[config.mk]
export PLATFORM = sky130hd
export DESIGN_NAME = multi_level_priority_store
export DESIGN_NICKNAME = d
export VERILOG_FILES = /design/src/sv/mlps_pkg.sv /design/src/sv/mlps_ram.sv /design/src/sv/mlps_level.sv /design/src/sv/mlps_select.sv /design/src/sv/multi_level_priority_store.sv
export SDC_FILE = /design/constraint.sdc
export NUM_CORES = 2
export LEC_CHECK = 0
export BUFFER_PORTS_ARGS = -buffer_cell sky130_fd_sc_hd__buf_4
export CORE_MARGIN = 5
export CORE_UTILIZATION = 45
export CTS_BUF_LIST = sky130_fd_sc_hd__clkbuf_16
export DETAILED_ROUTE_END_ITERATION = 6
export SLEW_MARGIN = 10
export SYNTH_ARGS = -nofsm -noshare
export SYNTH_HDL_FRONTEND = slang
export SYNTH_SLANG_ARGS = --single-unit
[constraint.sdc]
create_clock -name i_clk -period 11.85 [get_ports i_clk]
set_clock_uncertainty 0.05 [all_clocks]
set_input_delay 0.5925 -clock i_clk [delete_from_list [all_inputs] [get_ports i_clk]]
set_output_delay 0.5925 -clock i_clk [all_outputs]
set_load 0.1 [all_outputs]
[src/sv/mlps_pkg.sv]
// Shared types, codes and defaults for the multi-level priority store.
package mlps_pkg;

    localparam int LEVELS_DEF      = 5;
    localparam int LEVEL_DEPTH_DEF = 16;
    localparam int DATA_WIDTH_DEF  = 32;

    // Levels shown in the empty mask
    localparam int MASK_LEVELS = 5;

    localparam int ACTION_W = 2;
    localparam int LEVEL_W  = 3;
    localparam int VALUE_W  = 32;
    localparam int STATUS_W = 2;
    localparam int TOTAL_W  = 7;

    localparam int IN_TDATA_W  = 40;
    localparam int OUT_TDATA_W = 80;

    localparam logic [ACTION_W-1:0] ACT_PUSH  = 2'd0;
    localparam logic [ACTION_W-1:0] ACT_POP   = 2'd1;
    localparam logic [ACTION_W-1:0] ACT_QUERY = 2'd2;

    localparam logic [STATUS_W-1:0] ST_OK    = 2'd0;
    localparam logic [STATUS_W-1:0] ST_FULL  = 2'd1;
    localparam logic [STATUS_W-1:0] ST_EMPTY = 2'd2;
    localparam logic [STATUS_W-1:0] ST_BAD   = 2'd3;

    typedef struct packed {
        logic push;
        logic pop;
    } t_lvl_ctl;

endpackage

[src/sv/mlps_ram.sv]
// Generic single-write, single-read RAM with registered read data.
module mlps_ram #(
    parameter int WIDTH = 32,
    parameter int DEPTH = 16,
    localparam int AW = (DEPTH > 1) ? $clog2(DEPTH) : 1
) (
    input  logic             i_clk,
    input  logic             i_we,
    input  logic [AW-1:0]    i_waddr,
    input  logic [WIDTH-1:0] i_wdata,
    input  logic [AW-1:0]    i_raddr,
    output logic [WIDTH-1:0] o_rdata
);

    logic [WIDTH-1:0] r_mem [DEPTH];
    logic [WIDTH-1:0] r_rdata;

    always_ff @(posedge i_clk) begin
        if (i_we) begin
            r_mem[i_waddr] <= i_wdata;
        end
        r_rdata <= r_mem[i_raddr];
    end

    assign o_rdata = r_rdata;

endmodule

[src/sv/mlps_level.sv]
// One priority level: entry count, head and tail registers, entry RAM.
module mlps_level
    import mlps_pkg::*;
#(
    parameter int LEVEL_DEPTH = LEVEL_DEPTH_DEF,
    parameter int DATA_WIDTH  = DATA_WIDTH_DEF,
    localparam int CW = $clog2(LEVEL_DEPTH + 1),
    localparam int AW = (LEVEL_DEPTH > 1) ? $clog2(LEVEL_DEPTH) : 1
) (
    input  logic                  i_clk,
    input  logic                  i_rst_n,
    input  t_lvl_ctl              i_ctl,
    input  logic [DATA_WIDTH-1:0] i_value,
    output logic [CW-1:0]         o_cnt,
    output logic [CW-1:0]         o_cnt_nxt,
    output logic [DATA_WIDTH-1:0] o_head_nxt,
    output logic [DATA_WIDTH-1:0] o_tail_nxt
);

    logic [CW-1:0]         r_cnt;
    logic [CW-1:0]         n_cnt;
    logic [DATA_WIDTH-1:0] r_head;
    logic [DATA_WIDTH-1:0] n_head;
    logic [DATA_WIDTH-1:0] r_tail;
    logic [DATA_WIDTH-1:0] n_tail;
    logic [DATA_WIDTH-1:0] below;
    logic [CW:0]           rd_idx;

    always_comb begin
        n_cnt  = r_cnt;
        n_head = r_head;
        n_tail = r_tail;
        if (i_ctl.push) begin
            n_cnt  = r_cnt + CW'(1);
            n_tail = i_value;
            if (r_cnt == '0) begin
                n_head = i_value;
            end
        end else if (i_ctl.pop) begin
            n_cnt  = r_cnt - CW'(1);
            n_tail = below;
        end
    end

    // Prefetch the entry under the tail for the count of the next cycle
    assign rd_idx = {1'b0, n_cnt} - (CW + 1)'(2);

    mlps_ram #(
        .WIDTH (DATA_WIDTH),
        .DEPTH (LEVEL_DEPTH)
    ) u_ram (
        .i_clk   (i_clk),
        .i_we    (i_ctl.push),
        .i_waddr (r_cnt[AW-1:0]),
        .i_wdata (i_value),
        .i_raddr (rd_idx[AW-1:0]),
        .o_rdata (below)
    );

    always_ff @(posedge i_clk) begin
        if (!i_rst_n) begin
            r_cnt <= '0;
        end else begin
            r_cnt <= n_cnt;
        end
    end

    always_ff @(posedge i_clk) begin
        r_head <= n_head;
        r_tail <= n_tail;
    end

    assign o_cnt      = r_cnt;
    assign o_cnt_nxt  = n_cnt;
    assign o_head_nxt = n_head;
    assign o_tail_nxt = n_tail;

endmodule

[src/sv/mlps_select.sv]
// Head and tail priority select, empty mask and total count over all levels.
module mlps_select
    import mlps_pkg::*;
#(
    parameter int LEVELS      = LEVELS_DEF,
    parameter int LEVEL_DEPTH = LEVEL_DEPTH_DEF,
    parameter int DATA_WIDTH  = DATA_WIDTH_DEF,
    localparam int CW = $clog2(LEVEL_DEPTH + 1),
    localparam int SW = $clog2(LEVELS * LEVEL_DEPTH + 1)
) (
    input  logic [CW-1:0]         i_cnt  [LEVELS],
    input  logic [DATA_WIDTH-1:0] i_head [LEVELS],
    input  logic [DATA_WIDTH-1:0] i_tail [LEVELS],
    output logic [VALUE_W-1:0]    o_head_value,
    output logic                  o_head_valid,
    output logic [VALUE_W-1:0]    o_tail_value,
    output logic                  o_tail_valid,
    output logic [MASK_LEVELS-1:0] o_empty_mask,
    output logic [TOTAL_W-1:0]    o_total_count
);

    logic [DATA_WIDTH-1:0] head_d;
    logic [DATA_WIDTH-1:0] tail_d;
    logic                  any;
    logic [SW-1:0]         sum;
    logic [63:0]           head_ext;
    logic [63:0]           tail_ext;

    always_comb begin
        any    = 1'b0;
        head_d = '0;
        tail_d = '0;
        sum    = '0;
        for (int i = LEVELS - 1; i >= 0; i--) begin
            if (i_cnt[i] != '0) begin
                any    = 1'b1;
                head_d = i_head[i];
            end
        end
        for (int i = 0; i < LEVELS; i++) begin
            if (i_cnt[i] != '0) begin
                tail_d = i_tail[i];
            end
            sum = sum + SW'(i_cnt[i]);
        end
    end

    for (genvar g = 0; g < MASK_LEVELS; g++) begin : g_mask
        if (g < LEVELS) begin : g_on
            assign o_empty_mask[g] = (i_cnt[g] == '0);
        end else begin : g_off
            assign o_empty_mask[g] = 1'b0;
        end
    end

    assign head_ext      = 64'(signed'(head_d));
    assign tail_ext      = 64'(signed'(tail_d));
    assign o_head_value  = head_ext[VALUE_W-1:0];
    assign o_tail_value  = tail_ext[VALUE_W-1:0];
    assign o_head_valid  = any;
    assign o_tail_valid  = any;
    assign o_total_count = TOTAL_W'(sum);

endmodule

[src/sv/multi_level_priority_store.sv]
// Top level of the multi-level priority store.
//
//  channel | dir | tdata fields (low bit up)
//  s_axis  | in  | action[1:0] level[4:2] value[36:5], zero pad to 40
//  m_axis  | out | status[1:0] head_value[33:2] head_valid[34] tail_value[66:35]
//          |     | tail_valid[67] empty_mask[72:68] total_count[79:73]
//
// One transaction per cycle sustained while m_axis_tready holds; each passes the input
// register and then the result register, with the level count/head/tail registers updated in one pass.
// Reset clears the level counts at once; entry RAMs need no clearing pass.
// A stalled result holds the output register; the input register then holds
// one more transaction and s_axis_tready drops.
module multi_level_priority_store
    import mlps_pkg::*;
#(
    parameter int LEVELS      = LEVELS_DEF,
    parameter int LEVEL_DEPTH = LEVEL_DEPTH_DEF,
    parameter int DATA_WIDTH  = DATA_WIDTH_DEF
) (
    input  logic                   i_clk,
    input  logic                   i_rst_n,
    input  logic                   s_axis_tvalid,
    output logic                   s_axis_tready,
    input  logic [IN_TDATA_W-1:0]  s_axis_tdata,   // action, level, value
    output logic                   m_axis_tvalid,
    input  logic                   m_axis_tready,
    output logic [OUT_TDATA_W-1:0] m_axis_tdata    // status, head_value, head_valid,
                                                   // tail_value, tail_valid,
                                                   // empty_mask, total_count
);

    localparam int CW = $clog2(LEVEL_DEPTH + 1);

    logic                  r_in_v;
    logic [ACTION_W-1:0]   r_act;
    logic [LEVEL_W-1:0]    r_lvl;
    logic [VALUE_W-1:0]    r_val;
    logic                  r_out_v;
    logic [OUT_TDATA_W-1:0] r_out;

    logic                  fire;
    logic                  is_push;
    logic                  is_pop;
    logic [LEVELS-1:0]     sel;
    logic [CW-1:0]         sel_cnt;
    logic [STATUS_W-1:0]   status;
    logic [63:0]           val64;
    logic [DATA_WIDTH-1:0] wdata;

    logic [CW-1:0]         cnt      [LEVELS];
    logic [CW-1:0]         cnt_nxt  [LEVELS];
    logic [DATA_WIDTH-1:0] head_nxt [LEVELS];
    logic [DATA_WIDTH-1:0] tail_nxt [LEVELS];
    t_lvl_ctl              ctl      [LEVELS];

    logic [VALUE_W-1:0]     head_value;
    logic                   head_valid;
    logic [VALUE_W-1:0]     tail_value;
    logic                   tail_valid;
    logic [MASK_LEVELS-1:0] empty_mask;
    logic [TOTAL_W-1:0]     total_count;

    assign fire          = r_in_v && (!r_out_v || m_axis_tready);
    assign s_axis_tready = !r_in_v || fire;

    always_ff @(posedge i_clk) begin
        if (!i_rst_n) begin
            r_in_v <= 1'b0;
        end else if (s_axis_tvalid && s_axis_tready) begin
            r_in_v <= 1'b1;
        end else if (fire) begin
            r_in_v <= 1'b0;
        end
    end

    always_ff @(posedge i_clk) begin
        if (s_axis_tvalid && s_axis_tready) begin
            r_act <= s_axis_tdata[1:0];
            r_lvl <= s_axis_tdata[4:2];
            r_val <= s_axis_tdata[36:5];
        end
    end

    assign is_push = (r_act == ACT_PUSH);
    assign is_pop  = (r_act == ACT_POP);
    assign val64   = {32'b0, r_val};
    assign wdata   = val64[DATA_WIDTH-1:0];

    always_comb begin
        sel_cnt = '0;
        for (int i = 0; i < LEVELS; i++) begin
            sel[i] = (32'(r_lvl) == i + 1);
            if (sel[i]) begin
                sel_cnt = sel_cnt | cnt[i];
            end
        end
    end

    always_comb begin
        if (!(is_push || is_pop)) begin
            status = ST_OK;
        end else if (sel == '0) begin
            status = ST_BAD;
        end else if (is_push && sel_cnt == CW'(LEVEL_DEPTH)) begin
            status = ST_FULL;
        end else if (is_pop && sel_cnt == '0) begin
            status = ST_EMPTY;
        end else begin
            status = ST_OK;
        end
    end

    for (genvar g = 0; g < LEVELS; g++) begin : g_lvl
        assign ctl[g].push = fire && is_push && sel[g] && (status == ST_OK);
        assign ctl[g].pop  = fire && is_pop && sel[g] && (status == ST_OK);

        mlps_level #(
            .LEVEL_DEPTH (LEVEL_DEPTH),
            .DATA_WIDTH  (DATA_WIDTH)
        ) u_level (
            .i_clk      (i_clk),
            .i_rst_n    (i_rst_n),
            .i_ctl      (ctl[g]),
            .i_value    (wdata),
            .o_cnt      (cnt[g]),
            .o_cnt_nxt  (cnt_nxt[g]),
            .o_head_nxt (head_nxt[g]),
            .o_tail_nxt (tail_nxt[g])
        );
    end

    mlps_select #(
        .LEVELS      (LEVELS),
        .LEVEL_DEPTH (LEVEL_DEPTH),
        .DATA_WIDTH  (DATA_WIDTH)
    ) u_select (
        .i_cnt         (cnt_nxt),
        .i_head        (head_nxt),
        .i_tail        (tail_nxt),
        .o_head_value  (head_value),
        .o_head_valid  (head_valid),
        .o_tail_value  (tail_value),
        .o_tail_valid  (tail_valid),
        .o_empty_mask  (empty_mask),
        .o_total_count (total_count)
    );

    always_ff @(posedge i_clk) begin
        if (!i_rst_n) begin
            r_out_v <= 1'b0;
        end else if (fire) begin
            r_out_v <= 1'b1;
        end else if (m_axis_tready) begin
            r_out_v <= 1'b0;
        end
    end

    always_ff @(posedge i_clk) begin
        if (fire) begin
            r_out <= {total_count, empty_mask, tail_valid, tail_value,
                      head_valid, head_value, status};
        end
    end

    assign m_axis_tvalid = r_out_v;
    assign m_axis_tdata  = r_out;

endmodule

==> out/qor.txt <==
Run status: finished with violations
Failing checks: design-rule violations
LEAKAGE: 50.6 nW
Max incr delay on CP: 930 ps
Most used flip-flop cell after synthesis: edfxtp_1
Sequential Area: 90500 µm²
Syn Nets: 7890
CTS buffer count: 332
Power Internal: 18.6 mW
R2r setup slk: 4680 ps
Largest net degree at the start of global routing: 194
H-tree depth: 5
Met2 wire len: 152 mm
Syn Area/Cell: 15.7 µm²
Starting Density: 0.453
Reg2Reg Depth: 14
Die ar.: 283000 µm²
Routed wire length on met3: 24.3 mm
Vias per inst: 5.77
Final Cell Area: 140000 µm²
Clock Sinks: 3183
Synth Register Bits: 3183
Crit Path Category: reg -> reg
FP Rows: 191
Die height: 532 µm
Critical path destination: g_lvl[3].u_level.u_ram.o_rdata[11]
Multi-input gate area: 30600 µm²
Clk root buf: clkbuf_16
Max_cap viols: 0
Hold Crit Class: in -> reg
DRC: 1
IO Pins: 126
Netlist cell types: 85
Synthesis-to-finish area growth: 13.8%
Worst skew pair latency: 890 ps
Routed wire per std cell: 27.9 µm
Fill cells: 22100
CP arrival: 7850 ps
Required time of the worst setup path: 12540 ps
Setup_tns: 0 ps
Initial DRC Count: 7447
Global-route total usage across every layer: 0.228
Share of post-route cells with drive strength above 1: 0.164
Chip width: 532 µm
Number of antenna violations at the first check in global routing: 12
Nets@finish: 8129
Clock transition at path regs: 60 ps
Combinational power share: 0.055
Tightest Pin Transition: 1300 ps
Flop pwr share: 0.523
WP buf/inv: 3
Final setup fails: 0
Critical path endpoint category: flop
Worst hold margin: 173 ps
Final Core Density: 0.515
Min Clock Period, post-route: 7170 ps
PortBufs: 122
Worst setup SP type: flop
Switch Pwr: 5.35 mW
CP cell instances: or4_1, a22o_1, or3_1, o2111ai_1, o31a_2, buf_4, clkinv_2, ha_1, xnor3_1, nor3_2, buf_4, nand3_1, o2111ai_1, nor2_1
Slew Limit Fails: 0
Routability cong.: 0.914
RSZ-0062 raised after global routing: no
Post-route ant nets: 0
Synth area leaders: edfxtp_1 66%, dfxtp_1 8.3%, mux2i_1 5.5%, mux4_2 4.7%, nand2_1 3.7%
Clk pwr share: 0.422
Crit path depth: 14
Hold buffers post-CTS: 39
Post-Route M1 WL: 139 mm
Seq/Total Area, Yosys: 0.738
Vias after detailed routing: 68600
Rel. slew slack: 0.137
Async S/R FF share, synth: 0
Yosys top cell by area: edfxtp_1
Dpl hpwl: 183 mm
Grt ovf: 0
Final wirelength: 331 mm
Vias in the first global route: 67800
Reg2reg end: g_lvl[3].u_level.u_ram.o_rdata[11]
Ys Warns: 0
Final period utilization: 0.605
Postcts setup bufs: 0
Worst VDD drop: 0.114 mV
Pwr dens: 171 nW/µm²
Critical path peak fanout: 56
Post-synth EDFFs: 2676
Global-route wire length before repair: 476 mm
Crit. Startpoint: g_lvl[2].u_level.o_cnt[3]
CTS tree: done
Max Clock Freq: 0.140 GHz
Top delay family on crit path: simple AND/OR/NAND/NOR gates
Switching share of power: 0.224
Placed cell area: 129000 µm²
Cell Area, Synth: 123000 µm²
DR pass1 iterations: 7
CP max stage cell: clkinv_2
Syn Inst Count: 7794
Longest Clk Path Bufs: 4
RR Startpoint: g_lvl[2].u_level.o_cnt[3]
Gates resized, CTS repair: 0
Placeable Area: 271000 µm²
Total Power: 23.9 mW
Final Hold Vio Count: 0
Top-area cell type share of the netlist area: 0.655
Highest metal used: met4
==> layout by cell type, fill, tap and decap left out, types with 22 or more instances in the layout <==
master         netlist  routed
a2111o_1            32      32
a21oi_1            343     343
a22oi_1             96      96
a31oi_1             33      33
a32oi_1             64      64
and2_1              38      36
and3_1              39      39
buf_4               20     335
bufinv_16            0      27
clkbuf_16            0     344
clkinv_1             1      74
clkinv_2             0      48
dfxtp_1            507     507
dlygate4sd3_1        0      39
edfxtp_1          2676    2676
ha_1                39      38
inv_1               73     158
mux2_2             157     157
mux2i_1            674     674
mux4_2             256     256
nand2_1           1199    1192
nand3_1            141     140
nor2_1             368     298
nor2_4               0      65
nor2b_1             36      36
nor3_2               3      22
o2111ai_1           35      35
o21ai_0             52      52
o221ai_1            65      65
o22ai_1            128     128
o31ai_1             36      36
==> registers in the layout, summed over array words and instances (netlist names) <==
name and count:
g_lvl.u_level.u_ram.r_mem 2560, g_lvl.u_level.r_head 160, g_lvl.u_level.r_tail 160, g_lvl.u_level.u_ram.o_rdata 160, m_axis_tdata 79, r_val 32, g_lvl.u_level.o_cnt 25, r_lvl 3
r_act 2, m_axis_tvalid 1, r_in_v 1
==> through the flow <==
step / worst slack (ps) / cells
finish: 4680 / 11900
global route: 4260 / 11900
detailed placement: 4350 / 11200
global placement: 4390 / 11200
CTS: 4680 / 11900
floorplan: 4680 / 7794
==> kinds of logic after synthesis <==
kind of cell / synth area share
xor+xnor: 0.00269
flops: 0.738
mux: 0.117
compound gates: 0.0516
fa+ha+maj: 0.00610
buf+inv: 0.0195
simple gates: 0.0652
==> worst min-delay path: cells and delay by family <==
family,cells,cell delay (ps)
simple gates,3,180
buf+inv,2,290
==> routing by layer <==
layer,vias to the layer above,GRT usage
li1,30200,-
met2,2659,0.355
met5,-,0
met4,0,0.0982
met3,514,0.0356
met1,35300,0.321
==> worst min path at each step <==
stage / startpoint / end / cells past startpoint
after floorplan: g_lvl[2].u_level.r_head[0] / g_lvl[2].u_level.r_head[0] / 2
after global placement: g_lvl[2].u_level.r_head[24] / g_lvl[2].u_level.r_head[24] / 2
after detailed placement: g_lvl[2].u_level.r_head[30] / g_lvl[2].u_level.r_head[30] / 2
after CTS: m_axis_tready / m_axis_tvalid / 5
after global routing: m_axis_tready / m_axis_tvalid / 5
final: m_axis_tready / m_axis_tvalid / 5
==> power by group through the flow <==
stage | clock [mW] | combinational, mW | sequential, mW
2_1_floorplan | 0 | 0.553 | 12.9
3_3_place_gp | 0 | 1.25 | 12.7
3_5_place_dp | 0 | 1.28 | 12.7
4_1_cts | 10.3 | 1.29 | 12.5
5_1_grt | 10.8 | 1.38 | 12.5
6_report | 10.1 | 1.31 | 12.5
==> synthesized netlist by cell type (9+ instances only) <==
library cell and n:
nand3_1 141, mux4_2 256, nor2b_1 36, clkbuf_1 287
mux2_2 157, buf_2 137, clkbuf_4 9, a32oi_1 64
nor2_1 368, and2_1 38, o2111ai_1 35, inv_1 73
fa_1 13, a2111o_1 32, o21ai_1 19, nand2_1 1199
o21ai_0 52, dfxtp_1 507, edfxtp_1 2676, buf_4 20
a21oi_1 343, a22oi_1 96, ha_1 39, and3_1 39
xnor2_1 20, mux2i_1 674, a31oi_1 33, buf_1 26
o221ai_1 65, o22ai_1 128, o31ai_1 36, nand2b_1 12
nor3_1 33
==> final cells by class <==
cell class                 count  share of cell area
tap                         3570              0.0320
clock buffer                 344              0.0617
multi-input combinational   4050               0.219
sequential                  3183               0.648
clock inverter               260              0.0141
inverter                      81             0.00224
antenna                       10            0.000179
timing repair buffer         385              0.0224
Power figures use the tool's default switching activity.
